<file path="config.mk">
export PLATFORM = sky130hd
export DESIGN_NAME = dptc_fifo
export DESIGN_NICKNAME = d
export VERILOG_FILES = /design/src/hdl/dptc_fifo.sv
export SDC_FILE = /design/constraint.sdc
export NUM_CORES = 1
export LEC_CHECK = 0
export BUFFER_PORTS_ARGS = -buffer_cell sky130_fd_sc_hd__buf_4
export CORE_AREA = 2 2 55 57
export CTS_CLUSTER_SIZE = 8
export DETAILED_ROUTE_END_ITERATION = 8
export DIE_AREA = 0 0 57 59
export GPL_ROUTABILITY_DRIVEN = 0
export PLACE_DENSITY = 0.51
export SYNTH_ARGS = -nofsm -noshare
export SYNTH_HDL_FRONTEND = slang
export SYNTH_SLANG_ARGS = --single-unit
</file>
<file path="constraint.sdc">
create_clock -name clock -period 1.95 [get_ports clock]
set_clock_uncertainty 0.15 [all_clocks]
set_input_delay 0.585 -clock clock [delete_from_list [all_inputs] [get_ports clock]]
set_output_delay 0.585 -clock clock [all_outputs]
set_load 0.05 [all_outputs]
</file>
<file path="src/hdl/dptc_fifo.sv">
`default_nettype none

module dptc_fifo #(
   parameter int WIDTH = 8,
   parameter int DEPTH = 2
) (
   input  logic             clock,
   input  logic             reset,
   input  logic             push,
   input  logic [WIDTH-1:0] push_data,
   output logic             full,
   input  logic             pop,
   output logic [WIDTH-1:0] pop_data,
   output logic             empty
);

   localparam int PTR_W = (DEPTH > 1) ? $clog2(DEPTH) : 1;
   localparam int CNT_W = $clog2(DEPTH + 1);
   localparam logic [PTR_W-1:0] LAST_PTR = PTR_W'(DEPTH - 1);
   localparam logic [CNT_W-1:0] FULL_CNT = CNT_W'(DEPTH);

   logic [WIDTH-1:0] slot_ff [DEPTH];
   logic [PTR_W-1:0] wr_ptr_ff, wr_ptr_in;
   logic [PTR_W-1:0] rd_ptr_ff, rd_ptr_in;
   logic [CNT_W-1:0] count_ff, count_in;
   logic             do_push, do_pop;

   assign full     = (count_ff == FULL_CNT);
   assign empty    = (count_ff == '0);
   assign do_push  = push && !full;
   assign do_pop   = pop && !empty;
   assign pop_data = slot_ff[rd_ptr_ff];

   always_comb begin
      wr_ptr_in = wr_ptr_ff;
      rd_ptr_in = rd_ptr_ff;
      count_in  = count_ff;
      if (do_push) begin
         wr_ptr_in = (wr_ptr_ff == LAST_PTR) ? '0 : wr_ptr_ff + PTR_W'(1);
      end
      if (do_pop) begin
         rd_ptr_in = (rd_ptr_ff == LAST_PTR) ? '0 : rd_ptr_ff + PTR_W'(1);
      end
      if (do_push && !do_pop) begin
         count_in = count_ff + CNT_W'(1);
      end else if (do_pop && !do_push) begin
         count_in = count_ff - CNT_W'(1);
      end
   end

   always_ff @(posedge clock) begin
      if (reset) begin
         wr_ptr_ff <= '0;
         rd_ptr_ff <= '0;
         count_ff  <= '0;
      end else begin
         wr_ptr_ff <= wr_ptr_in;
         rd_ptr_ff <= rd_ptr_in;
         count_ff  <= count_in;
      end
   end

   always_ff @(posedge clock) begin
      if (do_push) begin
         slot_ff[wr_ptr_ff] <= push_data;
      end
   end

endmodule

`default_nettype wire

</file>
==> metrics.yaml <==
outcome: "finished, violations left"
violations: "negative setup slack"
synth_cells: 50
fin_crit_ns: 2.00
core_area_um2: 2710
rsz0062_at_grt: "yes"
hpwlAfterDp_um: 958
drc: 0
yosys_warnings: 0
cts_buffer_depth: 2
via_per_inst: 4.39
dieArea_um2: 3360
hp-start: "push_data[2]"
grt_pass1_vias: 456
io_buffers: 21
diodes: 0
hold_path_class: "in -> reg"
numCtsBuffers: 3
overflow: 0
syn_to_final_growth_pct: 41.0
power_density_nw_per_um2: 1460
maxSlewViolCount: 0
track_usage_pct: 8.46
critPathLaunchType: "flip-flop"
seq_area_um2: 584
max_freq_mhz: 501
critical_path_arrival_ns: 1.26
critPathKind: "reg -> out"
cp_max_fo: 4
grt_first_pass_wirelength_mm: 2.06
first_iter_violations: 1
p_leak_nw: 0.452
cpPeakStageDelay_ns: 0.39
num_io_pins: 22
clock-sinks: 21
antenna_found_initial: 0
cts.htree.levels: 1
insertion_delay_ns: 0.30
synthDistinctLibCells: 13
rrSetupSlack_ns: 0.19
fin_nets: 90
fin_ws_ns: -0.0466
crit_slowest_cell: "dfxtp_4"
syn_area_per_cell_um2: 15.9
hold_path_end: "slot_ff[1][2]"
ys_seq_area_share_pct: 73.2
slew_headroom_pct: 72.0
synthesis.nets: 63
std_cell_rows: 19
holdPathStages: 1
drt-pass1-iter-count: 4
cts-root-buf: "clkbuf_4"
synth_area_um2: 793
fp.dieW_um: 57
drtAntennaViolNets: 0
max-cap-violations: 0
grt_max_degree: 13
cts_tree: "built"
holdWs_ns: 0.312
path_cells: "buf_6 -> mux2_4 -> buf_8"
fp.dieH_um: 59
worstPathRequired_ns: 1.21
routed_wl_mm: 1.25
worst_ir_drop_vdd_mv: 0.983
wl_per_cell_um: 11.7
ys_ff_latch: 21
initial_core_util_pct: 29.3
clkTransAtPathRegs_ns: 0.11
worst-slew-pin-transition_ns: 0.420
crit_path_end_kind: "output pin"
drive_gt1_share_pct: 48.7
setup_viol: 6
post-place-ws_ns: 0.0629
rr_worst_depth: 4
hold_viol: 0
timing.final.crit_share_pct: 102
multi_input_area_um2: 228
reg2reg_from: "count_ff[0]"
vias: 470
r2r-end: "count_ff[1]"
fillers: 267
==> synthesized netlist by cell type <==
cell type,count,share of area [%]
dfxtp_1,5,13
inv_1,2,0.95
xor2_1,3,3.3
ha_1,1,1.6
mux2_2,8,11
nor2b_2,1,1.1
buf_2,1,0.63
o21ai_0,3,1.9
edfxtp_1,16,61
or3_1,2,1.6
nor2_1,5,2.4
a21oi_1,2,1.3
and2_1,1,0.79
==> metal layers <==
metal / wire length, µm / vias to the layer above / track usage (%)
met5: 0 / - / 0
met4: 0 / 0 / 1.99
met3: 80 / 0 / 4.59
met2: 636 / 18 / 13.6
met1: 532 / 217 / 10.0
li1: - / 235 / -
==> cell type report <==
type | count | area share, %
clock inverters | 1 | 0.447
multi-input cells | 26 | 20.4
flip-flops and latches | 21 | 52.2
clock buffers | 3 | 2.01
well taps | 31 | 3.47
inverters | 2 | 0.671
repair buffers | 23 | 20.8
==> flip-flops by register name, summed over array words and instances, names as in the netlist, named ones only <==
signal,count
count_ff,2
rd_ptr_ff,1
slot_ff,16
wr_ptr_ff,1
==> worst max-delay path: cells and delay by family, from the launching register on <==
kind,cells,cell delay (ns)
buf+inv,2,0.27
flops,1,0.39
mux,1,0.30
==> report_power, final <==
part | leakage [nW] | switching, W | internal [W]
logic | 0.243 | 0.000449 | 0.000350
clock network | 0.0177 | 0.000125 | 0.0000764
registers | 0.191 | 0.0000533 | 0.000576
==> how the worst max path moves through the flow <==
stage,start,end,cells after the start
finish,flip-flop,pop_data[2],3
global route,flip-flop,pop_data[7],3
CTS,flip-flop,pop_data[2],3
detailed placement,pop,count_ff[1],5
global placement,pop,count_ff[1],5
floorplan,count_ff[1],count_ff[1],5
==> cell families after synthesis <==
group | Yosys count | synth area share (%)
buffers and inverters | 3 | 1.58
XOR/XNOR | 3 | 3.31
adder cells (fa/ha/maj) | 1 | 1.58
multiplexers | 8 | 11.4
flip-flops | 21 | 73.2
AO/OA/AOI/OAI | 5 | 3.15
AND/OR/NAND/NOR | 9 | 5.84
==> placed cells by master (no fill, tap or decap) <==
| cell type | netlist | final |
|---|---|---|
| clkinv_2 | 0 | 1 |
| ha_1 | 1 | 1 |
| a21oi_1 | 2 | 2 |
| edfxtp_1 | 16 | 16 |
| nor2_1 | 5 | 5 |
| buf_8 | 0 | 6 |
| buf_6 | 0 | 4 |
| dfxtp_1 | 5 | 4 |
| clkbuf_4 | 0 | 3 |
| or3_1 | 2 | 2 |
| inv_1 | 2 | 2 |
| buf_4 | 0 | 13 |
| and2_1 | 1 | 1 |
| o21ai_0 | 3 | 3 |
| mux2_2 | 8 | 2 |
| mux2_4 | 0 | 6 |
| dfxtp_4 | 0 | 1 |
| nor2b_4 | 0 | 1 |
| xor2_1 | 3 | 3 |
==> per-stage QoR <==
stage                     utilization, %  cell area, µm²  TNS [ns]  instances  power (W)
after global placement              37.1            1000         0        103    0.00131
after CTS                           41.3            1120    -0.410        107    0.00165
final                               41.3            1120    -0.263        107    0.00163
after detailed placement            37.1            1000         0        103    0.00132
after global routing                41.3            1120    -0.646        107    0.00172
after floorplan                        -             798         0         50    0.00112
==> timing repair <==
action	in CTS	in global routing
gates resized for setup	24	0
setup endpoints to repair	8	8
hold buffers	0	0
buffers inserted	0	0
hold endpoints to repair	0	0
(Power assumes the default switching activity.)
